## src/rtl/asinh_grad_reciprocal_cosh_unit_macros.svh

```systemverilog
// Assertion macros used by the asinh gradient top level.
// Needs signals clk and rst_n in the including scope.
`ifndef ASINH_GRAD_RECIPROCAL_COSH_UNIT_MACROS_SVH
`define ASINH_GRAD_RECIPROCAL_COSH_UNIT_MACROS_SVH

// same-cycle implication
`define AGRC_ASSERT_IMPLY(lbl, ante, cons, msg) \
    lbl: assert property (@(posedge clk) disable iff (!rst_n) (ante) |-> (cons)) \
        else $error(msg);

// next-cycle implication
`define AGRC_ASSERT_NEXT(lbl, ante, cons, msg) \
    lbl: assert property (@(posedge clk) disable iff (!rst_n) (ante) |=> (cons)) \
        else $error(msg);

`endif

```

## src/rtl/agrc_pkg.sv

```systemverilog
// Package for the asinh gradient unit: constants and inter-module structs.
// No dependencies.
`default_nettype none

package agrc_pkg;

    localparam int DATA_WIDTH_DEF = 16;
    localparam int Y_FRAC_DEF     = 11;
    localparam int SERIES_TERMS   = 12;
    localparam int RECIP_SHIFT    = 34;

    localparam logic [63:0] Q30_ONE = 64'd1073741824;
    localparam logic [63:0] LN2_Q30 = 64'd744261118;
    // 31 * ln2 in Q30: at or above this e^-|y| rounds to zero
    localparam logic [63:0] SAT_LIM = 64'd23072094658;

    typedef struct packed {
        logic               vld;
        logic [30:0]        term;
        logic signed [32:0] sum;
        logic [29:0]        r;
    } agrc_ser_t;

    typedef struct packed {
        logic        vld;
        logic [61:0] num;
        logic [31:0] den;
    } agrc_div_t;

endpackage

`default_nettype wire

```

## src/rtl/agrc_term.sv

```systemverilog
// One Taylor term of e^-r: term*r, reciprocal divide by K, accumulate.
// Three register stages. Depends on agrc_pkg.
`default_nettype none

module agrc_term
    import agrc_pkg::*;
#(
    parameter int K      = 1,
    parameter int SIDE_W = 1
)
(
    input  logic              clk,
    input  logic              rst_n,
    input  logic              en,
    input  agrc_ser_t         s_in,
    input  logic [SIDE_W-1:0] side_in,
    output agrc_ser_t         s_out,
    output logic [SIDE_W-1:0] side_out
);

    localparam longint unsigned RECIP = (64'd1 << RECIP_SHIFT) / K;
    localparam logic [34:0] RECIP_C = 35'(RECIP);

    logic                vld1_reg, vld2_reg, vld3_reg;
    logic [29:0]         v1_reg, v2_reg, q0_reg;
    logic signed [32:0]  sum1_reg, sum2_reg, sum3_reg;
    logic [29:0]         r1_reg, r2_reg, r3_reg;
    logic [29:0]         q3_reg;
    logic [SIDE_W-1:0]   side1_reg, side2_reg, side3_reg;

    logic [60:0] prod1;
    logic [64:0] prod2;
    logic [33:0] q0k, rem;
    logic [29:0] q_next;
    logic signed [32:0] sum_next;

    always_comb
    begin
        prod1 = {30'b0, s_in.term} * {31'b0, s_in.r};
        prod2 = {35'b0, v1_reg} * {30'b0, RECIP_C};
        q0k   = {4'b0, q0_reg} * 34'(K);
        rem   = {4'b0, v2_reg} - q0k;
        // estimate is at most one low
        q_next = (rem >= 34'(K)) ? q0_reg + 30'd1 : q0_reg;
        if (K % 2 == 1)
        begin
            sum_next = sum2_reg - $signed({3'b0, q_next});
        end
        else
        begin
            sum_next = sum2_reg + $signed({3'b0, q_next});
        end
    end

    always_ff @(posedge clk or negedge rst_n)
    begin
        if (!rst_n)
        begin
            vld1_reg <= 1'b0;
            vld2_reg <= 1'b0;
            vld3_reg <= 1'b0;
        end
        else if (en)
        begin
            vld1_reg <= s_in.vld;
            vld2_reg <= vld1_reg;
            vld3_reg <= vld2_reg;
        end
    end

    always_ff @(posedge clk)
    begin
        if (en)
        begin
            v1_reg    <= prod1[59:30];
            sum1_reg  <= s_in.sum;
            r1_reg    <= s_in.r;
            side1_reg <= side_in;
            v2_reg    <= v1_reg;
            q0_reg    <= prod2[RECIP_SHIFT+29:RECIP_SHIFT];
            sum2_reg  <= sum1_reg;
            r2_reg    <= r1_reg;
            side2_reg <= side1_reg;
            q3_reg    <= q_next;
            sum3_reg  <= sum_next;
            r3_reg    <= r2_reg;
            side3_reg <= side2_reg;
        end
    end

    assign s_out.vld  = vld3_reg;
    assign s_out.term = {1'b0, q3_reg};
    assign s_out.sum  = sum3_reg;
    assign s_out.r    = r3_reg;
    assign side_out   = side3_reg;

endmodule

`default_nettype wire

```

## config.mk

```make
export PLATFORM = sky130hd
export DESIGN_NAME = agrc_term
export DESIGN_NICKNAME = d
export VERILOG_FILES = /design/src/rtl/asinh_grad_reciprocal_cosh_unit_macros.svh /design/src/rtl/agrc_pkg.sv /design/src/rtl/agrc_term.sv
export SDC_FILE = /design/constraint.sdc
export NUM_CORES = 2
export LEC_CHECK = 0
export CAP_MARGIN = 20
export CELL_PAD_IN_SITES_DETAIL_PLACEMENT = 1
export CELL_PAD_IN_SITES_GLOBAL_PLACEMENT = 1
export CORE_MARGIN = 5
export CORE_UTILIZATION = 25
export DETAILED_ROUTE_END_ITERATION = 8
export DONT_BUFFER_PORTS = 1
export HOLD_SLACK_MARGIN = 0.12
export PLACE_DENSITY_LB_ADDON = 0.2
export SYNTH_ARGS = -nofsm -noshare
export SYNTH_HDL_FRONTEND = slang
export SYNTH_SLANG_ARGS = --single-unit
```

## constraint.sdc

```tcl
create_clock -name clk -period 4.93 [get_ports clk]
set_clock_uncertainty 0.05 [all_clocks]
set_input_delay 0.493 -clock clk [delete_from_list [all_inputs] [get_ports clk]]
set_output_delay 0.493 -clock clk [all_outputs]
set_load 0.03 [all_outputs]
```

Word level (Yosys, flattened, before mapping):

Cells that the tools add are included.

* add/sub/neg operators: 3
* $mul: 1
* div/mod/pow operators: 0
* order comparisons: 1
* equality and inequality tests: 0
* shifts and indexed selects: 0
* multiplexer cells: 1
* bitwise operators: 0
* reductions and logical operators: 0

Operator list (number)
* $mul 31x30->60: 1
* $ge 34x1->1 const B: 1
* $sub 33x31->33: 1
* $sub 30x30->31: 1
* $add 30x1->30 const B: 1
* $mux 30: 1

* bits in registers: 285
* latch bits: 0
* memory bits (writable): 0
* bits in read-only memories: 0
* input port bits: 99
* memories: 0

Longest topological paths before layout:

* depth after elaboration: 4
* mapped depth: 28

Worst setup path after synthesis:

Ideal clock, no wire load.

* path kind: in2reg
* from: input port s_in[88] in the netlist's numbering
* to: register v1_reg[27] (data pin)
* arrival: 7.115 ns
* slack: -2.493 ns
* stages: 26
* buffers on the path: 1
* cell sequence: clkbuf_1 > nand2_1 > fa_1 > inv_1 > fa_1 > inv_1 > fa_1 > inv_1 > fa_1 > inv_1 > fa_1 > inv_1 > fa_1 > fa_1 > fa_1 > ha_1 > and3_1 > and3_1 > a221oi_2 > nand4b_1 > o21a_2 > o21ai_2 > o31a_2 > o21ai_2 > a31oi_1 > xnor2_1

* word-level cells in the longest chain between the ends: 1

RTL lines
* from (decl): RTL line agrc_term.sv:15 `input agrc_ser_t s_in,`
* $mul 31x30->60: RTL line agrc_term.sv:39 `prod1 = {30'b0, s_in.term} * {31'b0, s_in.r};`
* named net prod1[57]: RTL line agrc_term.sv:31 `logic [60:0] prod1;`
* to (signal assigned): RTL line agrc_term.sv:75 `v1_reg <= prod1[59:30];`
* to (decl): RTL line agrc_term.sv:25 `logic [29:0] v1_reg, v2_reg, q0_reg;`

The timed path passes the listed nets, and every way through them passes these cells.
A chain may end at the register's enable or synchronous reset.

Worst setup path in the final report:

* from: input port s_in[9] in the netlist's numbering
* to: register v1_reg[28] (data pin)

Same word-level chain as after synthesis.

==> out/qor.yml <==
run_status:
  status: "finished, violations left"
  violated_checks: "setup timing"
grt:
  grt_pass1_vias: 28840
  grt_use_total: 0.1549
  globalRouteOverflowTotal: 0
  grt_util_met1: 0.2156
  groute.layer.met3.usage: 0.01685
  grt_pass1_wl_um: 190300
  number_of_antenna_violations_at_the_first_check_in_global_routing: 13
  global_route.usage.met2: 0.2655
  maximum_number_of_pins_on_one_net_before_global_route_repair: 168
  global_route.peak_usage_layer: "met2"
sta:
  timing_worst_slew_pin_value_ns: 0.9226
  worst_slew_margin_rel: 0.3850
  final_hold_viol_count: 0
  setup_total_negative_slack_ns: -56.25
  postLayoutSetupSlackWorst_ns: -2.073
  finalSetupViolCount: 30
  final_critical_path_share_of_the_clock_period: 1.420
  max_freq_ghz: 0.1428
  grt_setup_unrepaired: "yes"
  timing.final.max_slew_violations: 0
  min_period_ns: 7.003
critical_path:
  critPathMaxStageDelay_ns: 0.62
  rr_startpoint: "q0_reg[13]$_DFFE_PP_"
  max_fo_critical_path: 33
  worst_setup_path_start_kind: "input port"
  r2r_slack_ns: 1.18
  cp_data_required_time_ns: 5.23
  critical_path_class: "input port to flop"
  reg2reg_depth: 12
  data_arrival_time_of_the_critical_path_ns: 7.30
  endpoint_kind: "flop"
  cp_common_cell: "fa_1"
  crit-reg2reg-capture: "sum3_reg[29]$_DFFE_PP_"
  critical_path.cell_chain: "and2_1, fa_1, inv_1, fa_1, fa_1, fa_1, fa_1, fa_1, fa_1, fa_1, inv_1, ha_4, and3_4, and3_4, a221oi_2, buf_4, nand4b_1, buf_4, o21ai_2, a21oi_2, a221oi_2, o31ai_2, buf_4, xor2_1"
  slowest_stage: "fa_1"
hold_path:
  worstHoldPathType: "input port to flop"
  min_to: "sum2_reg[3]$_DFFE_PP_"
  hold_path_startpoint: "en"
  timing.hold.worst_path_depth: 1
place:
  place.port_buffers: 0
  dp_hpwl_um: 88690
  gp_routability_congestion: 0.7788
drt:
  final_antenna_net_count: 0
  wl_final_um: 125900
  drt-vias-per-instance: 4.285
  detail_route.wl_per_cell_um: 21.60
  initialDrtViolationCount: 1100
  dr_total_vias: 24970
  detailedRoute.firstPassIterationCount: 5
  drc: 0
cts:
  clock_insertion_delay_worst_skew_ns: 0.64
  tritoncts.num_buffers: 31
  cts_num_sinks: 285
  cts_max_path_buffers: 3
  clkSlewWorstSetupHoldPaths_ns: 0.06
  h-tree-depth: 1
  cts_root_buffer: "clkbuf_16"
  cts_tree: "yes"
logic_synthesis:
  synth.distinct_cells: 67
  yosys.cell_count.top_type: "inv_1"
  ys_top_cells_by_area: "fa_1 41%, edfxtp_1 22%, ha_1 8.6%, and2_1 8.3%, inv_1 7.9%"
  synth_area_mm2: 0.03921
  synth_top_area_cell: "fa_1"
  synth_commonest_cells: "827 x inv_1, 807 x fa_1, 518 x and2_1"
  synth_edf_count: 282
  synth_async_sr_flop_share: 0.01053
  ys_warn_count: 0
  net_count_after_synthesis: 4863
  synth.avg_cell_area_um2: 10.63
  postSynthCellCount: 3687
  synth_sequential_area_ratio: 0.2179
  synth-main-ff-cell: "edfxtp_1"
  area_share_of_the_largest_cell_type_after_synthesis: 0.4121
  ys_seq_elements: 285
floorplan:
  placementRows: 145
  design.portCount: 195
  die_width_um: 406.0
  floorplan.core_area_mm2: 0.1560
  height_of_the_die_um: 406.0
  dieArea_mm2: 0.1649
  start_util: 0.2513
flow_run:
  drv_cap: 0
finish:
  final_core_util: 0.2853
  post_route_cells_drive_above_1_share: 0.08557
  area_delta_synth_final_pct: 13.55
  layout.area.seq_mm2: 0.008543
  multi_input_comb_area_mm2: 0.02746
  nNetsFinal: 4914
  fillCellCount: 17440
==> metrics by stage <==
stage / hold WS [ns] / area (µm²) / setup WS [ns] / instances
global route: 0.1588 / 44500 / -2.179 / 5821
finish: 0.1880 / 44520 / -2.073 / 5827
CTS: -0.1091 / 44190 / -1.965 / 5811
detailed placement: 0.1475 / 42170 / -2.800 / 5678
floorplan: 0.1474 / 39730 / -2.200 / 3687
global placement: 0.1475 / 42170 / -2.685 / 5678
==> kinds of logic after synthesis <==
logic type,count (synthesis),share of synthesized area
mux,3,0.0008616
compound gates,194,0.03373
flops,285,0.2179
xor+xnor,61,0.01363
simple gates,1054,0.1385
other cells,1,0.00009564
fa+ha+maj,1077,0.4982
buf+inv,1012,0.09708
==> layer usage <==
metal,wire length [µm],part of all wire
met1,58360,0.46
met2,61020,0.48
met3,4604,0.037
met4,1844,0.015
met5,38,0.00030
==> cells in the final DEF, fill, tap and decap left out, drive strengths merged, types with 33 or more instances in the layout <==
cell | Yosys | layout
a21o | 40 | 40
a21oi | 59 | 59
and2 | 519 | 519
buf | 2 | 134
clkbuf | 183 | 37
dlygate4sd3 | 0 | 69
edfxtp | 282 | 282
fa | 807 | 807
ha | 270 | 270
inv | 827 | 830
nand2 | 433 | 433
nor2 | 33 | 33
xnor2 | 44 | 44
==> critical path: cells and delay by family <==
kind / cells / cell delay [ns]
adders and majority gates: 9 / 4.33
AOI/OAI and AO/OA: 5 / 0.88
and+or+nand+nor: 4 / 0.74
buffers and inverters: 5 / 0.63
xor gates and xnor gates: 1 / 0.13
==> worst max path at each step <==
stage / start / end / slack (ns) / cells after the start
after floorplan: s_in[15] / v1_reg[14]$_DFFE_PP_ / -2.20 / 25
after global placement: s_in[21] / v1_reg[14]$_DFFE_PP_ / -2.68 / 25
after detailed placement: s_in[15] / v1_reg[14]$_DFFE_PP_ / -2.80 / 24
after CTS: s_in[83] / v1_reg[27]$_DFFE_PP_ / -1.97 / 26
after global routing: s_in[66] / v1_reg[28]$_DFFE_PP_ / -2.18 / 24
final: s_in[9] / v1_reg[28]$_DFFE_PP_ / -2.07 / 24
==> cell type report <==
cell class / instances / share of cell area
antenna: 6 / 0.0003373
clock buffer: 37 / 0.01793
clock inverter: 21 / 0.004047
inverter: 827 / 0.06973
multi-input combinational: 2390 / 0.6168
sequential: 285 / 0.1919
tap: 2058 / 0.05784
timing repair buffer: 203 / 0.04137
==> timing repair <==
item | in CTS | in global routing
endpoints found under the setup margin | 30 | 30
buffers inserted | 5 | 14
gates resized for setup | 58 | 60
hold endpoints to repair | 235 | 1
pin swaps | 44 | 68
hold buffers | 72 | 1
Power is left out: the tool's default activity adds up to more than one toggle a clock period on the data nets, which glitch-free logic cannot reach.
