$ cat src/rtl/asinh_grad_reciprocal_cosh_unit_macros.svh
// Assertion macros used by the asinh gradient top level.
// Needs signals clk and rst_n in the including scope.
`ifndef ASINH_GRAD_RECIPROCAL_COSH_UNIT_MACROS_SVH
`define ASINH_GRAD_RECIPROCAL_COSH_UNIT_MACROS_SVH

// same-cycle implication
`define AGRC_ASSERT_IMPLY(lbl, ante, cons, msg) \
    lbl: assert property (@(posedge clk) disable iff (!rst_n) (ante) |-> (cons)) \
        else $error(msg);

// next-cycle implication
`define AGRC_ASSERT_NEXT(lbl, ante, cons, msg) \
    lbl: assert property (@(posedge clk) disable iff (!rst_n) (ante) |=> (cons)) \
        else $error(msg);

`endif

$ cat src/rtl/agrc_pkg.sv
// Package for the asinh gradient unit: constants and inter-module structs.
// No dependencies.
`default_nettype none

package agrc_pkg;

    localparam int DATA_WIDTH_DEF = 16;
    localparam int Y_FRAC_DEF     = 11;
    localparam int SERIES_TERMS   = 12;
    localparam int RECIP_SHIFT    = 34;

    localparam logic [63:0] Q30_ONE = 64'd1073741824;
    localparam logic [63:0] LN2_Q30 = 64'd744261118;
    // 31 * ln2 in Q30: at or above this e^-|y| rounds to zero
    localparam logic [63:0] SAT_LIM = 64'd23072094658;

    typedef struct packed {
        logic               vld;
        logic [30:0]        term;
        logic signed [32:0] sum;
        logic [29:0]        r;
    } agrc_ser_t;

    typedef struct packed {
        logic        vld;
        logic [61:0] num;
        logic [31:0] den;
    } agrc_div_t;

endpackage

`default_nettype wire

$ cat src/rtl/agrc_div.sv
// Pipelined restoring divider, two quotient bits per stage, 31-bit quotient.
// Depends on agrc_pkg.
`default_nettype none

module agrc_div
    import agrc_pkg::*;
#(
    parameter int SIDE_W = 1
)
(
    input  logic              clk,
    input  logic              rst_n,
    input  logic              en,
    input  agrc_div_t         d_in,
    input  logic [SIDE_W-1:0] side_in,
    output logic              vld_out,
    output logic [30:0]       quo_out,
    output logic [SIDE_W-1:0] side_out
);

    localparam int QBITS = 31;
    localparam int STEPS = 2;
    localparam int NSTG  = (QBITS + STEPS - 1) / STEPS;

    logic              vld_reg  [NSTG];
    logic [31:0]       rem_reg  [NSTG];
    logic [30:0]       quo_reg  [NSTG];
    logic [61:0]       num_reg  [NSTG];
    logic [31:0]       den_reg  [NSTG];
    logic [SIDE_W-1:0] side_reg [NSTG];

    genvar s;
    generate
        for (s = 0; s < NSTG; s++)
        begin : g_stg
            localparam int BIT0 = QBITS - 1 - STEPS * s;
            localparam int BIT1 = BIT0 - 1;
            localparam int IDX1 = (BIT1 >= 0) ? BIT1 : 0;

            logic              vld_i;
            logic [31:0]       rem_i, rem_a, rem_b;
            logic [30:0]       quo_i, quo_a, quo_b;
            logic [61:0]       num_i;
            logic [31:0]       den_i;
            logic [SIDE_W-1:0] side_i;
            logic [32:0]       tr_a, tr_b;

            if (s == 0)
            begin : g_first
                assign vld_i  = d_in.vld;
                assign rem_i  = {1'b0, d_in.num[61:31]};
                assign quo_i  = '0;
                assign num_i  = d_in.num;
                assign den_i  = d_in.den;
                assign side_i = side_in;
            end
            else
            begin : g_next
                assign vld_i  = vld_reg[s-1];
                assign rem_i  = rem_reg[s-1];
                assign quo_i  = quo_reg[s-1];
                assign num_i  = num_reg[s-1];
                assign den_i  = den_reg[s-1];
                assign side_i = side_reg[s-1];
            end

            always_comb
            begin
                tr_a  = {rem_i, num_i[BIT0]};
                quo_a = quo_i;
                if (tr_a >= {1'b0, den_i})
                begin
                    rem_a       = 32'(tr_a - {1'b0, den_i});
                    quo_a[BIT0] = 1'b1;
                end
                else
                begin
                    rem_a = tr_a[31:0];
                end
                tr_b  = {rem_a, num_i[IDX1]};
                quo_b = quo_a;
                rem_b = rem_a;
                if (BIT1 >= 0)
                begin
                    if (tr_b >= {1'b0, den_i})
                    begin
                        rem_b       = 32'(tr_b - {1'b0, den_i});
                        quo_b[IDX1] = 1'b1;
                    end
                    else
                    begin
                        rem_b = tr_b[31:0];
                    end
                end
            end

            always_ff @(posedge clk or negedge rst_n)
            begin
                if (!rst_n)
                begin
                    vld_reg[s] <= 1'b0;
                end
                else if (en)
                begin
                    vld_reg[s] <= vld_i;
                end
            end

            always_ff @(posedge clk)
            begin
                if (en)
                begin
                    rem_reg[s]  <= rem_b;
                    quo_reg[s]  <= quo_b;
                    num_reg[s]  <= num_i;
                    den_reg[s]  <= den_i;
                    side_reg[s] <= side_i;
                end
            end
        end
    endgenerate

    assign vld_out  = vld_reg[NSTG-1];
    assign quo_out  = quo_reg[NSTG-1];
    assign side_out = side_reg[NSTG-1];

endmodule

`default_nettype wire
$ cat config.mk
export PLATFORM = sky130hd
export DESIGN_NAME = agrc_div
export DESIGN_NICKNAME = d
export VERILOG_FILES = /design/src/rtl/asinh_grad_reciprocal_cosh_unit_macros.svh /design/src/rtl/agrc_pkg.sv /design/src/rtl/agrc_div.sv
export SDC_FILE = /design/constraint.sdc
export NUM_CORES = 2
export LEC_CHECK = 0
export BUFFER_PORTS_ARGS = -buffer_cell sky130_fd_sc_hd__buf_2
export CORE_ASPECT_RATIO = 1.4
export CORE_MARGIN = 2
export CORE_UTILIZATION = 55
export DETAILED_ROUTE_END_ITERATION = 16
export GPL_ROUTABILITY_DRIVEN = 1
export HOLD_SLACK_MARGIN = 0.03
export PLACE_DENSITY = 0.74
export SLEW_MARGIN = 20
export SYNTH_ARGS = -nofsm -noshare
export SYNTH_HDL_FRONTEND = slang
export SYNTH_SLANG_ARGS = --single-unit
$ cat constraint.sdc
create_clock -name clk -period 6.65 [get_ports clk]
set_clock_uncertainty 0.05 [all_clocks]
set_input_delay 0.3325 -clock clk [delete_from_list [all_inputs] [get_ports clk]]
set_output_delay 0.3325 -clock clk [all_outputs]
set_load 0.1 [all_outputs]
=== Yosys cells after proc, flatten, opt, wreduce, memory -nomap -nowiden ===
Memories as Yosys holds them, arrays and structs flattened.
Cells that the tools add are included.

* $add $sub $neg: 31
* $lt $le $gt $ge: 31
* Multiplexer cells: 64

{| class="wikitable"
|+ Operator list
! operator !! number
|-
| 2-to-1 mux 32 bit || 31
|-
| subtractor 32 bit || 31
|-
| greater-or-equal comparator 33 x 32 -> 1 bit || 30
|-
| 2-to-1 mux 1 bit || 33
|-
| greater-or-equal comparator 32 bit || 1
|}

* Flip-flop bits (word level): 16
* Memory bits (writable): 2528
* Bits of input ports: 99
* Output and inout port bits: 33
* Word-level logic and storage cells: 147
* Memories kept: 5

{| class="wikitable"
|+ Memory list
! name !! words !! bits a word !! rd ports !! clocked after Yosys merged registers in !! write ports !! line !! source
|-
| num_reg || 16 || 62 || 15 || 0 || 16 || agrc_div.sv:28 || <nowiki>logic [61:0] num_reg [NSTG];</nowiki>
|-
| den_reg || 16 || 32 || 15 || 0 || 16 || agrc_div.sv:29 || <nowiki>logic [31:0] den_reg [NSTG];</nowiki>
|-
| rem_reg || 16 || 32 || 15 || 0 || 16 || agrc_div.sv:26 || <nowiki>logic [31:0] rem_reg [NSTG];</nowiki>
|-
| quo_reg || 16 || 31 || 16 || 0 || 16 || agrc_div.sv:27 || <nowiki>logic [30:0] quo_reg [NSTG];</nowiki>
|-
| side_reg || 16 || 1 || 16 || 0 || 16 || agrc_div.sv:30 || <nowiki>logic [SIDE_W-1:0] side_reg [NSTG];</nowiki>
|}

=== Depth between registers and ports, before layout ===
An unclocked memory read counts as a cell.

* Depth after elaboration: 5
* Gate-level depth with buffers: 30
* Mapped depth without buffers: 27

=== Worst setup path before layout ===
No wires, ideal clock.

* Path type: register to register
* Start point: memory den_reg[10][1] (netlist: den_reg[1][65])
* End point: memory rem_reg[11][30] (netlist: rem_reg[1][126]), data pin
* Setup time: 0.260 ns
* Arrival: 6.022 ns
* Data required time: 6.340 ns
* Slack: 0.319 ns
* Stages on the path, launching flop included: 26
* Path buffers: 1
* Clock period less this slack: 6.331 ns
* Cells stage by stage: edfxtp_1 > inv_1 > ha_1 > nor2b_1 > o31a_1 > o31ai_1 > a21oi_1 > o21ai_1 > a21oi_1 > o41ai_2 > o21ai_1 > a31oi_2 > buf_4 > mux2_2 > ha_1 > a21oi_1 > nor2_1 > o21ai_0 > nand2b_1 > a2111oi_0 > o21ai_0 > a221o_1 > a41o_1 > o41ai_1 > mux2_2 > mux2_2

{| class="wikitable"
|+ RTL lines
! what !! line
|-
| from (decl) || agrc_div.sv:29
|-
| to (decl) || agrc_div.sv:26
|}

==> impl_results.md <==
- Layout Nets: 14400
- Vias in the first global route: 103000
- Post-route ant nets: 0
- Worst path max stage delay: 0.59 ns
- GR met2 Demand/Resource: 0.787
- First-pass GRT wire length: 578000 µm
- H-tree levels: 4
- Post-synth EDFFs: 1472
- Final hold violations: 0
- Clock Latency Late Sink: 0.84 ns
- Fin crit period: 7.05 ns
- Max cap viols: 0
- Gpl congestion: 1.06
- Layout area overhead: 34.9%
- Seq/Total Area, Yosys: 0.422
- Avg WL per Cell: 26.1 µm
- Die X: 374 µm
- Mean area per synthesized cell: 10.4 µm²
- Total routed wirelength: 416000 µm
- Num Clock Sinks: 1488
- Failing checks: setup timing
- IO Count: 132
- Initial antenna violation count: 13
- Fill count: 12700
- CTS Root Cell: clkbuf_16
- Core area: 191000 µm²
- GRT Residual Overflow: 0
- Startpoint types: register
- #FFs+latches synth: 1488
- Die H: 523 µm
- Area fraction of the dominant cell type after synthesis: 0.418
- Post-synthesis instance area: 106000 µm²
- Tcrit/Tclk final: 1.06
- Area of the die: 196000 µm²
- Synth area leader: edfxtp_1
- Met3 global-route usage: 0.0607
- Setup crit end kind: register
- Busiest layer in global routing: met2
- Fin cells: 15900
- Met1 Resource Use GR: 0.249
- Placed insts: 15300
- Syn Inst Count: 10200
- # DRC: 0
- RSZ-0062 raised after global routing: yes
- Share of layout cells above drive strength 1: 0.336
- Total CTS buffers: 160
- Total track usage: 0.395
- Vias per std cell: 6.07
- Critical path class: register to register
- Pre-antenna DRT Iters: 6
- Slowest cell on crit path: a211oi_2
- Fraction of registers with async set/reset: 0.0108
- Hpwl dp: 306000 µm
- Worst endpoint required time: 7.19 ns
- Slew Limit Fails: 0
- FMAX: 142 MHz
- Setup slack after layout: -0.400 ns
- Synth Flop Type: edfxtp_1
- Final setup violation count: 235
- Outcome: complete, but fails checks
- Slew @ Worst Pin: 1.11 ns
- Via count: 96700
- Critical-path maximum fanout: 7
- Synthesis Warnings: 0
- Max clock buf depth: 4
- Rows: 190
- Min-Delay Path Class: input pin to register
- 1st-iter DRT viols: 5623
- Synthesized net count: 11300
- Relative slew slack: 0.259
- CTS tree: yes
- Initial Util: 0.553
- Area contributors post-synth: edfxtp_1 (42%), ha_1 (12%), mux2_2 (5.8%)
- Port Buffers: 131
- Critical path arrival: 7.59 ns
- Yosys cell types: 112
- Largest net degree at the start of global routing: 185
- Clk slew on worst S/H paths: 0.07 ns
worst max-delay path, delay by kind of cell (launching register included):
family          cells  cell delay [ns]
mux                 2             0.64
fa+ha+maj           3             1.08
flops               1             0.58
xor+xnor            1             0.09
simple gates        2             0.53
compound gates     14             3.19
buf+inv             4             0.61
final timing paths:
check | from | to | slack (ns) | cells past startpoint
min reg2reg | num_reg[0][250] | num_reg[0][312] | 0.35 | 0
max reg2reg | den_reg[0][224] | rem_reg[1][5] | -0.40 | 26
max | den_reg[0][224] | rem_reg[1][5] | -0.40 | 26
max in group asynchronous | rst_n | g_stg[10].vld_i | 5.45 | 3
min in group asynchronous | rst_n | vld_out | 0.62 | 3
min | d_in[63] | rem_reg[0][2] | 0.15 | 4
layer usage:
layer,vias up,share of wire
li1,44200,-
met1,46100,0.24
met2,3867,0.54
met3,2605,0.045
met4,2,0.17
met5,-,0.000034
cells by family (layout without fill, tap and decap cells):
logic type / Yosys count / count (layout) / share of synthesized area
buffers and inverters: 1010 / 4240 / 0.0380
adders and majority gates: 1022 / 1022 / 0.123
AOI/OAI and AO/OA: 2881 / 2881 / 0.175
xor gates and xnor gates: 767 / 767 / 0.0636
and+or+nand+nor: 2338 / 2338 / 0.106
DFF: 1488 / 1488 / 0.422
muxes: 680 / 680 / 0.0719
other: 0 / 11 / 0
area by class of cell:
type                       count  area (µm²)  share of cell area
multi-input combinational   7688       61100               0.429
sequential                  1488       44600               0.313
timing repair buffer        3158       25600               0.180
clock buffer                 200        4260              0.0299
tap                         2496        3120              0.0219
inverter                     809        3060              0.0215
clock inverter                73         689             0.00484
antenna                       11        27.5            0.000193
synthesized netlist by cell type, drive strengths merged, types with 50 or more instances:
| cell | number |
|---|---|
| a31oi | 100 |
| xnor2 | 517 |
| o21a | 140 |
| clkbuf | 109 |
| nand2b | 116 |
| mux2i | 51 |
| buf | 92 |
| o31ai | 69 |
| nor2b | 111 |
| or3 | 50 |
| o21ai | 572 |
| and2 | 50 |
| ha | 992 |
| a21o | 464 |
| a21oi | 934 |
| a211oi | 97 |
| and3 | 91 |
| o21bai | 109 |
| inv | 809 |
| nand3 | 179 |
| nor2 | 707 |
| mux2 | 629 |
| edfxtp | 1472 |
| xor2 | 250 |
| o211ai | 51 |
| nand4 | 132 |
| nor3 | 156 |
| nand2 | 574 |
per-stage QoR:
| stage | TNS [ns] | utilization | setup slack (ns) | cell area, µm² | hold WS (ns) |
|---|---|---|---|---|---|
| 5_1_grt | -57.75 | 0.745 | -0.549 | 142000 | 0.136 |
| 6_report | -37.38 | 0.745 | -0.400 | 142000 | 0.147 |
| 3_3_place_gp | -196.87 | 0.678 | -1.09 | 130000 | 0.190 |
| 2_1_floorplan | 0 | - | 0.319 | 106000 | -0.0131 |
| 3_5_place_dp | -248.39 | 0.678 | -1.22 | 130000 | 0.214 |
| 4_1_cts | -0.00224 | 0.723 | -0.00224 | 138000 | 0.0454 |
what timing repair did:
action                                  4_1_cts  5_1_grt
endpoints found under the hold margin       181        0
gates resized for setup                     336      615
buffers inserted                             95      141
pin swaps                                   111      300
hold buffers                                 95        0
cloned                                       16       14
endpoints found under the setup margin      470      458
placed cells by master (no fill, tap or decap), types with 50 or more instances in the layout:
| master | Yosys | layout |
|---|---|---|
| nor2b_1 | 111 | 97 |
| dlygate4sd3_1 | 0 | 95 |
| nand2_1 | 574 | 558 |
| o21ai_0 | 528 | 465 |
| mux2_4 | 0 | 89 |
| buf_12 | 0 | 94 |
| a21oi_2 | 1 | 85 |
| a211oi_1 | 91 | 62 |
| nand2b_1 | 116 | 113 |
| a21oi_1 | 932 | 825 |
| xnor2_1 | 517 | 517 |
| buf_4 | 23 | 2749 |
| o211ai_1 | 50 | 50 |
| nor2_1 | 706 | 675 |
| clkbuf_16 | 0 | 177 |
| ha_1 | 992 | 902 |
| buf_2 | 52 | 130 |
| mux2_1 | 89 | 69 |
| o21ai_1 | 38 | 52 |
| nand3_1 | 179 | 172 |
| nor3_1 | 154 | 140 |
| a31oi_1 | 98 | 83 |
| edfxtp_1 | 1472 | 1472 |
| and3_1 | 91 | 83 |
| o21bai_1 | 109 | 102 |
| inv_1 | 801 | 775 |
| o31ai_1 | 67 | 52 |
| mux2_2 | 540 | 471 |
| a21o_1 | 464 | 462 |
| ha_4 | 0 | 71 |
| nand4_1 | 132 | 132 |
| xor2_1 | 250 | 250 |
| o21a_1 | 140 | 138 |
Power is left out: the tool's default activity adds up to more than one toggle a clock period on the data nets, which glitch-free logic cannot reach.
